**src/hdl/tcgp_pkg.sv**
```systemverilog
// Shared types and constants for the text cursor glyph placer.
// Holds command kinds, character codes, configuration layout and queue sizing.
// No dependencies.
`default_nettype none

package tcgp_pkg;

    // Configuration port
    localparam int unsigned CFG_IDX_W  = 3;
    localparam int unsigned CFG_DATA_W = 16;

    localparam logic [CFG_IDX_W-1:0] CFG_REGION_X      = 3'd0;
    localparam logic [CFG_IDX_W-1:0] CFG_REGION_Y      = 3'd1;
    localparam logic [CFG_IDX_W-1:0] CFG_REGION_WIDTH  = 3'd2;
    localparam logic [CFG_IDX_W-1:0] CFG_REGION_HEIGHT = 3'd3;
    localparam logic [CFG_IDX_W-1:0] CFG_CHAR_WIDTH    = 3'd4;
    localparam logic [CFG_IDX_W-1:0] CFG_CHAR_HEIGHT   = 3'd5;
    localparam logic [CFG_IDX_W-1:0] CFG_CODE_OFFSET   = 3'd6;

    // Reset values of the configuration registers
    localparam logic [15:0] RST_REGION_X      = 16'd0;
    localparam logic [15:0] RST_REGION_Y      = 16'd0;
    localparam logic [14:0] RST_REGION_WIDTH  = 15'd320;
    localparam logic [14:0] RST_REGION_HEIGHT = 15'd240;
    localparam logic [7:0]  RST_CHAR_WIDTH    = 8'd6;
    localparam logic [7:0]  RST_CHAR_HEIGHT   = 8'd8;
    localparam logic [7:0]  RST_CODE_OFFSET   = 8'd32;

    // Input operations
    localparam logic OP_PUT    = 1'b0;
    localparam logic OP_SETLOC = 1'b1;

    // Control characters
    localparam logic [7:0] CHAR_NUL = 8'h00;
    localparam logic [7:0] CHAR_BS  = 8'h08;
    localparam logic [7:0] CHAR_TAB = 8'h09;
    localparam logic [7:0] CHAR_LF  = 8'h0A;
    localparam logic [7:0] CHAR_CR  = 8'h0D;

    // Tab stops every eight columns: bump the column in bits [7:3]
    localparam int unsigned TAB_SHIFT = 3;

    // Command kinds passed from front to back
    typedef logic [2:0] t_kind;
    localparam t_kind K_PUT    = 3'd0;
    localparam t_kind K_SETLOC = 3'd1;
    localparam t_kind K_CR     = 3'd2;
    localparam t_kind K_LF     = 3'd3;
    localparam t_kind K_TAB    = 3'd4;
    localparam t_kind K_BS     = 3'd5;

    typedef struct packed {
        logic [15:0] region_x;
        logic [15:0] region_y;
        logic [14:0] region_width;
        logic [14:0] region_height;
        logic [7:0]  char_width;
        logic [7:0]  char_height;
        logic [7:0]  code_offset;
    } t_cfg;

    typedef struct packed {
        t_kind       kind;
        logic [7:0]  code;
        logic [7:0]  new_row;
        logic [7:0]  new_col;
        logic [15:0] glyph_row;
    } t_cmd;

    // Head of the command queue as seen by the back end
    typedef struct packed {
        logic valid;
        t_cmd cmd;
    } t_head;

    // Command queue sizing
    localparam int unsigned Q_DEPTH = 2;
    localparam int unsigned Q_PTR_W = $clog2(Q_DEPTH);
    localparam int unsigned Q_CNT_W = $clog2(Q_DEPTH + 1);

endpackage

`default_nettype wire

```
**src/hdl/tcgp_if.sv**
```systemverilog
// Valid/ready channel interfaces for the text cursor glyph placer.
// tcgp_char_if carries input requests, tcgp_draw_if carries draw commands.
// No dependencies.
`default_nettype none

interface tcgp_char_if;
    logic       valid;
    logic       ready;
    logic       operation;
    logic [7:0] char_code;
    logic [7:0] new_row;
    logic [7:0] new_col;

    modport source (output valid, output operation, output char_code,
                    output new_row, output new_col, input ready);
    modport sink   (input valid, input operation, input char_code,
                    input new_row, input new_col, output ready);
endinterface

interface tcgp_draw_if;
    logic              valid;
    logic              ready;
    logic signed [15:0] pixel_x;
    logic signed [15:0] pixel_y;
    logic [7:0]         glyph_code;
    logic signed [15:0] glyph_row;

    modport source (output valid, output pixel_x, output pixel_y,
                    output glyph_code, output glyph_row, input ready);
    modport sink   (input valid, input pixel_x, input pixel_y,
                    input glyph_code, input glyph_row, output ready);
endinterface

`default_nettype wire

```
**src/hdl/text_cursor_glyph_placer_unit.sv**
```systemverilog
// Channel   | Dir | Transfer carries
// i_char    | in  | operation, char_code, new_row, new_col
// o_draw    | out | pixel_x, pixel_y, glyph_code, glyph_row
// i_cfg_*   | in  | register index and write data, no handshake
//
// One request per cycle sustained while the draw output is not stalled; a draw
// command is held in the queue and then in the output register before it leaves.
// The cursor update in the back end is a registered loop around one column and one row multiplier.
// Synchronous active-low reset clears the cursor, queue and output valid and
// loads the register defaults. A stalled draw output backs up into the
// two-entry queue; non-drawing commands keep executing while a draw waits.
//
// Top level of the text cursor glyph placer: configuration registers and
// front/queue/back wiring. Depends on tcgp_pkg, tcgp_if and the tcgp_* modules.
`default_nettype none

module text_cursor_glyph_placer_unit (
    input  logic                                 i_clk,
    input  logic                                 i_rst_n,
    tcgp_char_if.sink                            i_char,
    tcgp_draw_if.source                          o_draw,
    input  logic                                 i_cfg_we,
    input  logic [tcgp_pkg::CFG_IDX_W-1:0]       i_cfg_idx,
    input  logic [tcgp_pkg::CFG_DATA_W-1:0]      i_cfg_data
);
    import tcgp_pkg::*;

    t_cfg  r_cfg;
    t_cmd  s_cmd;
    t_head s_head;
    logic  s_push, s_pop, s_full;

    // Configuration registers
    always_ff @(posedge i_clk) begin
        if (!i_rst_n) begin
            r_cfg.region_x      <= RST_REGION_X;
            r_cfg.region_y      <= RST_REGION_Y;
            r_cfg.region_width  <= RST_REGION_WIDTH;
            r_cfg.region_height <= RST_REGION_HEIGHT;
            r_cfg.char_width    <= RST_CHAR_WIDTH;
            r_cfg.char_height   <= RST_CHAR_HEIGHT;
            r_cfg.code_offset   <= RST_CODE_OFFSET;
        end else if (i_cfg_we) begin
            case (i_cfg_idx)
                CFG_REGION_X:      r_cfg.region_x      <= i_cfg_data;
                CFG_REGION_Y:      r_cfg.region_y      <= i_cfg_data;
                CFG_REGION_WIDTH:  r_cfg.region_width  <= i_cfg_data[14:0];
                CFG_REGION_HEIGHT: r_cfg.region_height <= i_cfg_data[14:0];
                CFG_CHAR_WIDTH:    r_cfg.char_width    <= i_cfg_data[7:0];
                CFG_CHAR_HEIGHT:   r_cfg.char_height   <= i_cfg_data[7:0];
                CFG_CODE_OFFSET:   r_cfg.code_offset   <= i_cfg_data[7:0];
                default: begin
                end
            endcase
        end
    end

    tcgp_front u_front (
        .i_char   (i_char),
        .i_cfg    (r_cfg),
        .i_q_full (s_full),
        .o_push   (s_push),
        .o_cmd    (s_cmd)
    );

    tcgp_queue u_queue (
        .i_clk   (i_clk),
        .i_rst_n (i_rst_n),
        .i_push  (s_push),
        .i_cmd   (s_cmd),
        .i_pop   (s_pop),
        .o_full  (s_full),
        .o_head  (s_head)
    );

    tcgp_back u_back (
        .i_clk   (i_clk),
        .i_rst_n (i_rst_n),
        .i_cfg   (r_cfg),
        .i_head  (s_head),
        .o_pop   (s_pop),
        .o_draw  (o_draw)
    );

`ifndef SYNTHESIS
    // Out of reset: nothing to draw and room for a request
    a_reset_idle: assert property (@(posedge i_clk)
        !i_rst_n |=> !o_draw.valid && i_char.ready)
        else $error("not idle after reset");

    // Back pressure on requests only when the queue holds commands
    a_stall_has_work: assert property (@(posedge i_clk) disable iff (!i_rst_n)
        !i_char.ready |-> s_head.valid)
        else $error("request stalled with empty queue");

    // A new draw command comes only from a popped put command
    a_draw_from_put: assert property (@(posedge i_clk) disable iff (!i_rst_n)
        $rose(o_draw.valid) |-> $past(s_pop && s_head.cmd.kind == K_PUT))
        else $error("draw output without a put command");
`endif

endmodule

`default_nettype wire

```
**src/hdl/tcgp_front.sv**
```systemverilog
// Front end: accepts requests, classifies them and computes the glyph row offset.
// Depends on tcgp_pkg and tcgp_char_if.
`default_nettype none

module tcgp_front (
    tcgp_char_if.sink        i_char,
    input  tcgp_pkg::t_cfg   i_cfg,
    input  logic             i_q_full,
    output logic             o_push,
    output tcgp_pkg::t_cmd   o_cmd
);
    import tcgp_pkg::*;

    logic        s_drop;
    logic [15:0] s_code_diff;

    // Take a request whenever the queue has room
    assign i_char.ready = !i_q_full;

    // NUL bytes in put requests are swallowed here and never reach the back end
    assign s_drop = (i_char.operation == OP_PUT) && (i_char.char_code == CHAR_NUL);
    assign o_push = i_char.valid && !i_q_full && !s_drop;

    // Classify the request
    always_comb begin
        if (i_char.operation == OP_SETLOC) begin
            o_cmd.kind = K_SETLOC;
        end else begin
            case (i_char.char_code)
                CHAR_CR:  o_cmd.kind = K_CR;
                CHAR_LF:  o_cmd.kind = K_LF;
                CHAR_TAB: o_cmd.kind = K_TAB;
                CHAR_BS:  o_cmd.kind = K_BS;
                default:  o_cmd.kind = K_PUT;
            endcase
        end
    end

    // Glyph row in the font bitmap, two's complement wrap at 16 bits
    assign s_code_diff = {8'd0, i_char.char_code} - {8'd0, i_cfg.code_offset};
    assign o_cmd.glyph_row = 16'(s_code_diff * {8'd0, i_cfg.char_height});

    assign o_cmd.code    = i_char.char_code;
    assign o_cmd.new_row = i_char.new_row;
    assign o_cmd.new_col = i_char.new_col;

endmodule

`default_nettype wire

```
**src/hdl/tcgp_queue.sv**
```systemverilog
// Two-entry command queue between the front and back ends.
// Depends on tcgp_pkg.
`default_nettype none

module tcgp_queue (
    input  logic             i_clk,
    input  logic             i_rst_n,
    input  logic             i_push,
    input  tcgp_pkg::t_cmd   i_cmd,
    input  logic             i_pop,
    output logic             o_full,
    output tcgp_pkg::t_head  o_head
);
    import tcgp_pkg::*;

    t_cmd               r_mem [Q_DEPTH];
    logic [Q_PTR_W-1:0] r_wr_ptr, n_wr_ptr;
    logic [Q_PTR_W-1:0] r_rd_ptr, n_rd_ptr;
    logic [Q_CNT_W-1:0] r_count,  n_count;

    // Pointer and fill count update
    always_comb begin
        n_wr_ptr = r_wr_ptr;
        n_rd_ptr = r_rd_ptr;
        n_count  = r_count;
        if (i_push) begin
            n_wr_ptr = r_wr_ptr + 1'b1;
        end
        if (i_pop) begin
            n_rd_ptr = r_rd_ptr + 1'b1;
        end
        if (i_push && !i_pop) begin
            n_count = r_count + 1'b1;
        end else if (!i_push && i_pop) begin
            n_count = r_count - 1'b1;
        end
    end

    always_ff @(posedge i_clk) begin
        if (!i_rst_n) begin
            r_wr_ptr <= '0;
            r_rd_ptr <= '0;
            r_count  <= '0;
        end else begin
            r_wr_ptr <= n_wr_ptr;
            r_rd_ptr <= n_rd_ptr;
            r_count  <= n_count;
        end
    end

    // Entry storage
    always_ff @(posedge i_clk) begin
        if (i_push) begin
            r_mem[r_wr_ptr] <= i_cmd;
        end
    end

    assign o_full       = (r_count == Q_CNT_W'(Q_DEPTH));
    assign o_head.valid = (r_count != '0);
    assign o_head.cmd   = r_mem[r_rd_ptr];

endmodule

`default_nettype wire

```
**src/hdl/tcgp_back.sv**
```systemverilog
// Back end: holds the cursor, executes commands and registers draw commands.
// Depends on tcgp_pkg and tcgp_draw_if.
`default_nettype none

module tcgp_back (
    input  logic             i_clk,
    input  logic             i_rst_n,
    input  tcgp_pkg::t_cfg   i_cfg,
    input  tcgp_pkg::t_head  i_head,
    output logic             o_pop,
    tcgp_draw_if.source      o_draw
);
    import tcgp_pkg::*;

    logic [7:0]  r_col, n_col;
    logic [7:0]  r_row, n_row;
    logic        r_out_valid;
    logic [15:0] r_px, r_py, r_gr;
    logic [7:0]  r_code;

    logic [7:0]  s_tab_col, s_col_op, s_row_op, s_inc_col, s_inc_row;
    logic [15:0] s_col_prod, s_row_prod;
    logic [16:0] s_inc_col_prod, s_inc_row_prod;
    logic        s_col_past, s_inc_col_past, s_inc_row_past;
    logic        s_put;

    // A draw needs the output register free or draining this cycle
    assign s_put = (i_head.cmd.kind == K_PUT);
    assign o_pop = i_head.valid && (!s_put || !r_out_valid || o_draw.ready);

    // Next tab stop
    assign s_tab_col = {r_col[7:TAB_SHIFT] + 1'b1, {TAB_SHIFT{1'b0}}};

    // Operand select: one column and one row multiplier serve all commands
    always_comb begin
        case (i_head.cmd.kind)
            K_SETLOC: s_col_op = i_head.cmd.new_col;
            K_TAB:    s_col_op = s_tab_col;
            default:  s_col_op = r_col;
        endcase
    end
    assign s_row_op = (i_head.cmd.kind == K_SETLOC) ? i_head.cmd.new_row : r_row;

    assign s_col_prod = {8'd0, s_col_op} * {8'd0, i_cfg.char_width};
    assign s_row_prod = {8'd0, s_row_op} * {8'd0, i_cfg.char_height};

    // Products of the incremented counters, zero when the counter wraps
    assign s_inc_col = s_col_op + 1'b1;
    assign s_inc_row = s_row_op + 1'b1;
    assign s_inc_col_prod = (s_col_op == 8'hFF) ? 17'd0
                          : {1'b0, s_col_prod} + {9'd0, i_cfg.char_width};
    assign s_inc_row_prod = (s_row_op == 8'hFF) ? 17'd0
                          : {1'b0, s_row_prod} + {9'd0, i_cfg.char_height};

    // Wrap tests at full precision
    assign s_col_past     = s_col_prod >= {1'b0, i_cfg.region_width};
    assign s_inc_col_past = s_inc_col_prod >= {2'b0, i_cfg.region_width};
    assign s_inc_row_past = s_inc_row_prod >= {2'b0, i_cfg.region_height};

    // Cursor update
    always_comb begin
        n_col = r_col;
        n_row = r_row;
        case (i_head.cmd.kind)
            K_PUT: begin
                if (s_inc_col_past) begin
                    n_col = '0;
                    n_row = s_inc_row_past ? 8'd0 : s_inc_row;
                end else begin
                    n_col = s_inc_col;
                end
            end
            K_SETLOC: begin
                if (s_col_past) begin
                    n_col = '0;
                    n_row = s_inc_row_past ? 8'd0 : s_inc_row;
                end else begin
                    n_col = i_head.cmd.new_col;
                    n_row = i_head.cmd.new_row;
                end
            end
            K_TAB: begin
                // no height check on a tab wrap
                if (s_col_past) begin
                    n_col = '0;
                    n_row = s_inc_row;
                end else begin
                    n_col = s_tab_col;
                end
            end
            K_LF: begin
                n_col = '0;
                n_row = s_inc_row;
            end
            K_CR: begin
                n_col = '0;
            end
            K_BS: begin
                if (r_col != 8'd0) begin
                    n_col = r_col - 1'b1;
                end
            end
            default: begin
                n_col = r_col;
            end
        endcase
    end

    always_ff @(posedge i_clk) begin
        if (!i_rst_n) begin
            r_col <= '0;
            r_row <= '0;
        end else if (o_pop) begin
            r_col <= n_col;
            r_row <= n_row;
        end
    end

    // Output register
    always_ff @(posedge i_clk) begin
        if (!i_rst_n) begin
            r_out_valid <= 1'b0;
        end else if (o_pop && s_put) begin
            r_out_valid <= 1'b1;
        end else if (o_draw.ready) begin
            r_out_valid <= 1'b0;
        end
    end

    always_ff @(posedge i_clk) begin
        if (o_pop && s_put) begin
            r_px   <= i_cfg.region_x + s_col_prod;
            r_py   <= i_cfg.region_y + s_row_prod;
            r_code <= i_head.cmd.code;
            r_gr   <= i_head.cmd.glyph_row;
        end
    end

    assign o_draw.valid      = r_out_valid;
    assign o_draw.pixel_x    = $signed(r_px);
    assign o_draw.pixel_y    = $signed(r_py);
    assign o_draw.glyph_code = r_code;
    assign o_draw.glyph_row  = $signed(r_gr);

endmodule

`default_nettype wire
```
**src/flat_wrapper.sv**
```systemverilog
// flat-port wrapper written by rule: the top's interface ports become plain ports
module text_cursor_glyph_placer_unit_flat import tcgp_pkg::*;
  (i_clk, i_rst_n, i_cfg_we, i_cfg_idx, i_cfg_data, i_char_valid, i_char_operation, i_char_char_code, i_char_new_row, i_char_new_col, i_char_ready, o_draw_valid, o_draw_pixel_x, o_draw_pixel_y, o_draw_glyph_code, o_draw_glyph_row, o_draw_ready);
  tcgp_char_if i_char_i ();
  tcgp_draw_if o_draw_i ();
  input  logic i_clk;
  input  logic i_rst_n;
  input  logic i_cfg_we;
  input  logic [tcgp_pkg::CFG_IDX_W-1:0] i_cfg_idx;
  input  logic [tcgp_pkg::CFG_DATA_W-1:0] i_cfg_data;
  input wire logic [$bits(i_char_i.valid)-1:0] i_char_valid;
  input wire logic [$bits(i_char_i.operation)-1:0] i_char_operation;
  input wire logic [$bits(i_char_i.char_code)-1:0] i_char_char_code;
  input wire logic [$bits(i_char_i.new_row)-1:0] i_char_new_row;
  input wire logic [$bits(i_char_i.new_col)-1:0] i_char_new_col;
  output wire logic [$bits(i_char_i.ready)-1:0] i_char_ready;
  output wire logic [$bits(o_draw_i.valid)-1:0] o_draw_valid;
  output wire logic [$bits(o_draw_i.pixel_x)-1:0] o_draw_pixel_x;
  output wire logic [$bits(o_draw_i.pixel_y)-1:0] o_draw_pixel_y;
  output wire logic [$bits(o_draw_i.glyph_code)-1:0] o_draw_glyph_code;
  output wire logic [$bits(o_draw_i.glyph_row)-1:0] o_draw_glyph_row;
  input wire logic [$bits(o_draw_i.ready)-1:0] o_draw_ready;
  assign i_char_i.valid = i_char_valid;
  assign i_char_i.operation = i_char_operation;
  assign i_char_i.char_code = i_char_char_code;
  assign i_char_i.new_row = i_char_new_row;
  assign i_char_i.new_col = i_char_new_col;
  assign i_char_ready = i_char_i.ready;
  assign o_draw_valid = o_draw_i.valid;
  assign o_draw_pixel_x = o_draw_i.pixel_x;
  assign o_draw_pixel_y = o_draw_i.pixel_y;
  assign o_draw_glyph_code = o_draw_i.glyph_code;
  assign o_draw_glyph_row = o_draw_i.glyph_row;
  assign o_draw_i.ready = o_draw_ready;
  text_cursor_glyph_placer_unit u_core (.i_clk(i_clk), .i_rst_n(i_rst_n), .i_char(i_char_i), .o_draw(o_draw_i), .i_cfg_we(i_cfg_we), .i_cfg_idx(i_cfg_idx), .i_cfg_data(i_cfg_data));
endmodule
```
**config.mk**
```make
export PLATFORM = sky130hd
export DESIGN_NAME = text_cursor_glyph_placer_unit_flat
export DESIGN_NICKNAME = d
export VERILOG_FILES = /design/src/hdl/tcgp_pkg.sv /design/src/hdl/tcgp_if.sv /design/src/hdl/text_cursor_glyph_placer_unit.sv /design/src/hdl/tcgp_front.sv /design/src/hdl/tcgp_queue.sv /design/src/hdl/tcgp_back.sv /design/src/flat_wrapper.sv
export SDC_FILE = /design/constraint.sdc
export NUM_CORES = 1
export LEC_CHECK = 0
export ABC_CLOCK_PERIOD_IN_PS = 11900
export BUFFER_PORTS_ARGS = -buffer_cell sky130_fd_sc_hd__buf_2
export CAP_MARGIN = 20
export CORE_MARGIN = 4
export CORE_UTILIZATION = 53
export CTS_BUF_LIST = sky130_fd_sc_hd__clkbuf_4
export DETAILED_ROUTE_END_ITERATION = 16
export HOLD_SLACK_MARGIN = 0.02
export PLACE_DENSITY = 0.71
export SLEW_MARGIN = 20
export SYNTH_ARGS = -nofsm -noshare
export SYNTH_HDL_FRONTEND = slang
export SYNTH_SLANG_ARGS = --single-unit
```
**constraint.sdc**
```tcl
create_clock -name i_clk -period 11.9 [get_ports i_clk]
set_input_delay 1.19 -clock i_clk [delete_from_list [all_inputs] [get_ports i_clk]]
set_output_delay 1.19 -clock i_clk [all_outputs]
set_load 0.05 [all_outputs]
```
==> run metrics, run 1 <==
WL/cell 17.63 um; Hold Path Origin u_core.r_cfg[70]; Die X-Extent 204.4 um; reg-to-reg setup timing slack 1.98 ns; largest net degree at the start of global routing 109; CP required 12.56 ns; Hold Path Class reg -> reg; xor and xnor fraction of the mapped netlist area 4.711%; drt total wl 50.02 mm; Area after DPL 0.02147 mm^2; area of the multi-input gates 0.01283 mm^2; Power Density 188.9 mW/mm^2; Crit path depth 34; GPL Wtd Cong 0.9101; layout cells sized above 1 12.18%; gr ovfl total 0; starting density of the core 54.04%; setup tns final 0 ns; distinct cell type count after synthesis 84; Max Freq 0.1008 GHz; crit path kind reg -> reg; final instance area 0.02241 mm^2; Clk pwr share 19.4%; Synthesized Nets 2,529; Residual DRC 0; Setup Skew 0.04581 ns; startpoint type of the worst setup path flip-flop; Fillers 3,352; post-cts sizing count 0; core area 0.03784 mm^2; Die ar. 0.04179 mm^2; Reg2Reg Depth 34; number of synthesized register bits 250; routed vias 15,600; WP buf/inv 4; run status completed; Syn Area/Cell 9.548 um^2; RSZ-0062 raised after global routing no; Die H 204.4 um; Post-synth EDFFs 142; worst-skew pair later-pin latency 0.75 ns; mapped cell area 0.02045 mm^2; part of the power in registers 26.9%; Post-CTS Hold Buffers 0; Simple-Gate Fraction of Synth Area 16.37%; post-synthesis adder-cell area fraction 25.52%; Switching Power 1.858 mW; Logic pwr share 53.7%; Slew HR 31.81%; async set-or-reset flop fraction in the synthesized netlist 0%; reg2reg end u_core.u_back.r_row[0]; CTS tree done; Seq/Total Area, Yosys 31.42%; most common cell after layout, fill and taps aside nand2_1; initial antenna violation count 2; Final Hold Vio Count 0; first-pass GRT wire length 82.57 mm; ys flop type edfxtp_1; hold path endpoint u_core.r_cfg[70]; most frequent CP cell fa_1; Final min period 9.919 ns; P_int 2.374 mW; Area Growth Syn to Fin 9.587%; Clock transition at path regs 0.07 ns; maxcap violations 0; leak pwr 10.11 nW; Worst Hold Depth 2; Worst Tran Pin Value 1.023 ns; DRT Pass-1 Iters 5; Boundary Pins 107; main combinational cell family by area after synthesis adder cells; Final HPWL DP 37.50 mm; Max stage delay on crit path 0.68 ns; GRT Total Usage 24.47%; Compound-Gate Fraction of Synth Area 13.48%; Via density 5.499; TritonCTS Sinks 250; CP delay by family, top compound AO/OA/AOI/OAI gates; commonest non-fill, non-tap cells in the layout 265 x nand2_1, 254 x inv_1, 206 x ha_1, 142 x edfxtp_1, 132 x fa_1; initial DRC count 1,097; vias in the first global route 15,900; Gate Count Post-Synth 2,142; CP max stage cell a21oi_1; Yosys Warn Count 0; Worst Path Max Fanout 37; root buffer cell clkbuf_4; # rows 71; Detail Route Antenna Nets 0; postcts setup bufs 0; Num CTS Buffers 71; period utilization 83.35%; Switching Fraction 43.90%; H-tree levels 3; Final setup viols 0; Crit. End Element flip-flop; # nets final 2,656; multiplexer share of the synthesized area 2.551%; port buffer count 106; Seq. cell area 0.006427 mm^2; Arrival @ worst endpoint 10.58 ns; hold slack 0.4698 ns; Slew Limit Fails 0; CTS Buffer Depth 3; peak supply drop 0.09047 mV
==> layer usage <==
metal  GRT usage (%)  up-vias  wire length (um)
met1           33.82     7603             22820
met5               0        -                 0
met3           3.808       68              2387
li1                -     7569                 -
met4           7.155        0              1046
met2           40.11      362             23770
==> sequential cells by signal, summed over array words and instances, names as in the netlist, named ones only <==
name,count
u_core.u_queue.r_mem,86
u_core.u_queue.r_wr_ptr,1
u_core.u_back.r_col,8
u_core.u_back.o_draw.pixel_y,16
u_core.u_back.o_draw.pixel_x,16
u_core.r_cfg,86
u_core.u_queue.r_count,2
u_core.u_back.r_row,8
u_core.u_back.o_draw.valid,1
u_core.u_back.o_draw.glyph_row,16
u_core.u_back.o_draw.glyph_code,8
u_core.u_queue.r_rd_ptr,1
==> Yosys cell counts (all sizes together), types with 28 or more instances <==
cell type | n | area share, %
a21o | 31 | 1.1
and2 | 123 | 3.8
nor2 | 101 | 1.9
inv | 255 | 4.7
xor2 | 37 | 1.6
ha | 206 | 13
nand2 | 265 | 4.9
a21boi | 85 | 3.1
xnor2 | 73 | 3.1
clkbuf | 56 | 1.0
edfxtp | 142 | 21
a21oi | 90 | 2.2
nand3 | 40 | 1.0
mux2 | 28 | 1.5
fa | 132 | 13
nor2b | 47 | 1.4
dfxtp | 108 | 11
o21ai | 51 | 1.2
==> worst max path at each step <==
stage,from,endpoint,slack (ns)
6_report,flip-flop,u_core.u_back.r_row[0],1.98
2_1_floorplan,u_core.u_queue.r_mem[0][41],u_core.u_back.r_row[0],3.39
5_1_grt,flip-flop,u_core.u_back.r_row[0],1.30
3_3_place_gp,flip-flop,u_core.u_back.r_row[0],2.21
4_1_cts,flip-flop,u_core.u_back.r_row[0],1.99
3_5_place_dp,flip-flop,u_core.u_back.r_row[0],2.05
==> worst reg2reg max path, delay by kind of cell (launching register included) <==
kind / cells / cell delay [ns]
adders and majority gates: 7 / 3.10
buffers and inverters: 4 / 0.72
xor gates and xnor gates: 1 / 0.17
AOI/OAI and AO/OA: 14 / 3.80
DFF: 1 / 0.54
and+or+nand+nor: 7 / 1.32
muxes: 1 / 0.23
==> metrics by stage <==
step | power (mW) | util (%) | setup slack, ns | instances
detailed placement | 3.398 | 56.74 | 2.051 | 2707
floorplan | 2.862 | - | 3.392 | 2142
CTS | 4.244 | 59.18 | 1.994 | 2834
finish | 4.233 | 59.22 | 1.981 | 2837
global route | 4.599 | 59.22 | 1.297 | 2837
global placement | 3.347 | 56.74 | 2.211 | 2707
==> kinds of logic (layout without fill, tap and decap cells) <==
| logic type | count (synthesis) | in the layout |
|---|---|---|
| and+or+nand+nor | 678 | 678 |
| AOI/OAI and AO/OA | 399 | 399 |
| adders and majority gates | 338 | 338 |
| buffers and inverters | 320 | 501 |
| DFF | 250 | 250 |
| xor gates and xnor gates | 110 | 110 |
| muxes | 47 | 47 |
| other | 0 | 3 |
==> power groups by stage <==
stage                     Combinational, mW  Clock, mW  Sequential [mW]
after global routing                   2.55      0.899             1.15
after detailed placement               2.24          0             1.15
after CTS                              2.26      0.843             1.14
after floorplan                        1.64          0             1.22
after global placement                 2.20          0             1.15
final                                  2.27      0.821             1.14
==> area by class of cell <==
class | count | area share [%]
repair buffers | 119 | 2.803
flip-flops and latches | 250 | 28.68
inverters | 255 | 4.271
clock buffers | 96 | 3.216
multi-input cells | 1572 | 57.23
well taps | 511 | 2.853
diodes | 3 | 0.03350
clock inverters | 31 | 0.9156
Note: power is estimated with default switching activity, not from simulation.
==> inputs of run 2 (changes only) <==
--- a/config.mk
+++ b/config.mk
@@ -5,7 +5,7 @@
 export SDC_FILE = /design/constraint.sdc
 export NUM_CORES = 1
 export LEC_CHECK = 0
-export ABC_CLOCK_PERIOD_IN_PS = 11900
+export ABC_CLOCK_PERIOD_IN_PS = 10200
 export BUFFER_PORTS_ARGS = -buffer_cell sky130_fd_sc_hd__buf_2
 export CAP_MARGIN = 20
 export CORE_MARGIN = 4
==> constraint.sdc (replaced) <==
create_clock -name i_clk -period 10.2 [get_ports i_clk]
set_input_delay 1.02 -clock i_clk [delete_from_list [all_inputs] [get_ports i_clk]]
set_output_delay 1.02 -clock i_clk [all_outputs]
set_load 0.05 [all_outputs]
==> run metrics, run 2 (same netlist as run 1, synthesis figures left out) <==
run status completed; leak pwr 10.19 nW (+0.73%); core area 0.03784 mm^2 (unchanged); # nets final 2,668 (+0.45%); Seq. cell area 0.006427 mm^2 (unchanged); Final Hold Vio Count 0 (unchanged); DRT Pass-1 Iters 5 (unchanged); fin cells 2,846 (+0.32%); Worst Tran Pin Value 1.014 ns (-0.008506 ns); port buffer count 106 (unchanged); Via density 5.532 (+0.58%); peak supply drop 0.1101 mV (+22%); most common cell after layout, fill and taps aside nand2_1; M3 GR Usage 4.316% (+0.51 points); Placed Cells 2,718 (+0.41%); Detail Route Antenna Nets 0 (unchanged); GRT Total Usage 24.59% (+0.12 points); largest net degree at the start of global routing 109 (unchanged); Slew HR 32.38% (+0.57 points); # rows 71 (unchanged); worst-skew pair later-pin latency 0.74 ns (about the same); GR Util met1 33.90% (+0.074 points); CP required 10.86 ns (-1.70 ns); TritonCTS Sinks 250 (unchanged); WL/cell 17.76 um (+0.71%); vias in the first global route 16,030 (+0.79%); Boundary Pins 107 (unchanged); CP max stage cell fa_1; Largest regs u_core.r_cfg x86, u_core.u_queue.r_mem x86; setup tns final 0 ns (unchanged); Hold Path Origin u_core.r_cfg[44]; drt total wl 50.54 mm (+1.0%); commonest non-fill, non-tap cells in the layout 265 x nand2_1, 254 x inv_1, 206 x ha_1, 142 x edfxtp_1, 132 x fa_1; CTS tree done; CTS Buffer Depth 3 (unchanged); Num CTS Buffers 72 (+1.4%); Residual DRC 0 (unchanged); Setup Skew 0.06263 ns (+0.01682 ns); Worst Path Max Fanout 38 (+2.7%); Die ar. 0.04179 mm^2 (unchanged); root buffer cell clkbuf_4; Max Freq 0.1060 GHz (+5.1%); initial DRC count 1,003 (-8.6%); Die X-Extent 204.4 um (unchanged); GRT Max-Usage Layer met2; area of the multi-input gates 0.01284 mm^2 (+0.15%); postcts setup bufs 0 (unchanged); Max stage delay on crit path 0.55 ns (-0.13 ns); Slew Limit Fails 0 (unchanged); Worst Hold Depth 2 (unchanged); Final setup viols 0 (unchanged); Die H 204.4 um (unchanged); Area Growth Syn to Fin 9.967%; starting density of the core 54.04% (unchanged); Crit. End Element flip-flop; final instance area 0.02249 mm^2 (+0.35%); layout cells sized above 1 13.12% (+0.94 points); Setup WS post-layout 0.7658 ns (-1.216 ns); GPL Wtd Cong 0.9118 (+0.19%); routed vias 15,740 (+0.90%); most frequent CP cell fa_1; maxcap violations 0 (unchanged); Hold Path Class reg -> reg; GRT met2 Usage 39.37% (-0.74 points); Arrival @ worst endpoint 10.10 ns (-0.48 ns); period utilization 92.49% (+9.1 points); Power Density 221.2 mW/mm^2 (+17%); H-tree levels 3 (unchanged); crit path kind reg -> reg; Place WS 0.5942 ns (-1.456 ns); Fillers 3,330 (-0.66%); gr ovfl total 0 (unchanged); Final HPWL DP 37.94 mm (+1.2%); startpoint type of the worst setup path flip-flop; initial antenna violation count 3 (+1); Clock transition at path regs 0.06 ns (about the same); Reg2Reg Depth 35 (+2.9%); Area after DPL 0.02155 mm^2 (+0.38%); first-pass GRT wire length 83.01 mm (+0.53%); hold slack 0.4687 ns (-0.001070 ns); Final min period 9.434 ns (-0.4844 ns); RSZ-0062 raised after global routing no
[run 2: routing by layer]
layer	wire, um	up-vias
met1	22720	7626
met5	13	-
met3	2802	94
li1	-	7583
met4	1477	2
met2	23530	438
[run 2: report_power, final]
part | internal [mW] | switching [mW] | leakage (nW)
registers | 1.25 | 0.0753 | 2.20
clock network | 0.501 | 0.440 | 0.552
logic | 1.04 | 1.67 | 7.43
[run 2: worst paths after layout]
check                                         endpoint  slack (ns)
worst max-delay path            u_core.u_back.r_row[0]        0.77
worst min-delay path                  u_core.r_cfg[44]        0.47
worst max register to register  u_core.u_back.r_row[0]        0.77
worst min register to register        u_core.r_cfg[44]        0.47
[run 2: stage by stage]
| step | utilization (%) | power (mW) |
|---|---|---|
| floorplan | - | 3.339 |
| global placement | 56.96 | 3.951 |
| detailed placement | 56.96 | 4.011 |
| CTS | 59.34 | 4.985 |
| global route | 59.43 | 5.397 |
| finish | 59.43 | 4.974 |
[run 2: area by class of cell]
| cell class | instances | share of cell area [%] |
|---|---|---|
| tap | 511 | 2.843 |
| inverter | 255 | 4.256 |
| multi-input combinational | 1572 | 57.12 |
| clock buffer | 106 | 3.538 |
| antenna | 3 | 0.03338 |
| timing repair buffer | 130 | 3.160 |
| sequential | 250 | 28.58 |
| clock inverter | 19 | 0.4729 |
[run 2: repair_timing]
action	in CTS	in global routing
resized for setup	0	3
hold buffers	0	0
setup endpoints to repair	0	8
[run 2: worst max-delay path, delay by kind of cell, from the launching register on]
kind                     cells  cell delay, ns
buffers and inverters        5            0.90
AO/OA/AOI/OAI               13            2.99
XOR/XNOR                     1            0.16
flip-flops                   1            0.51
multiplexers                 1            0.30
AND/OR/NAND/NOR              8            1.44
adder cells (fa/ha/maj)      7            3.08
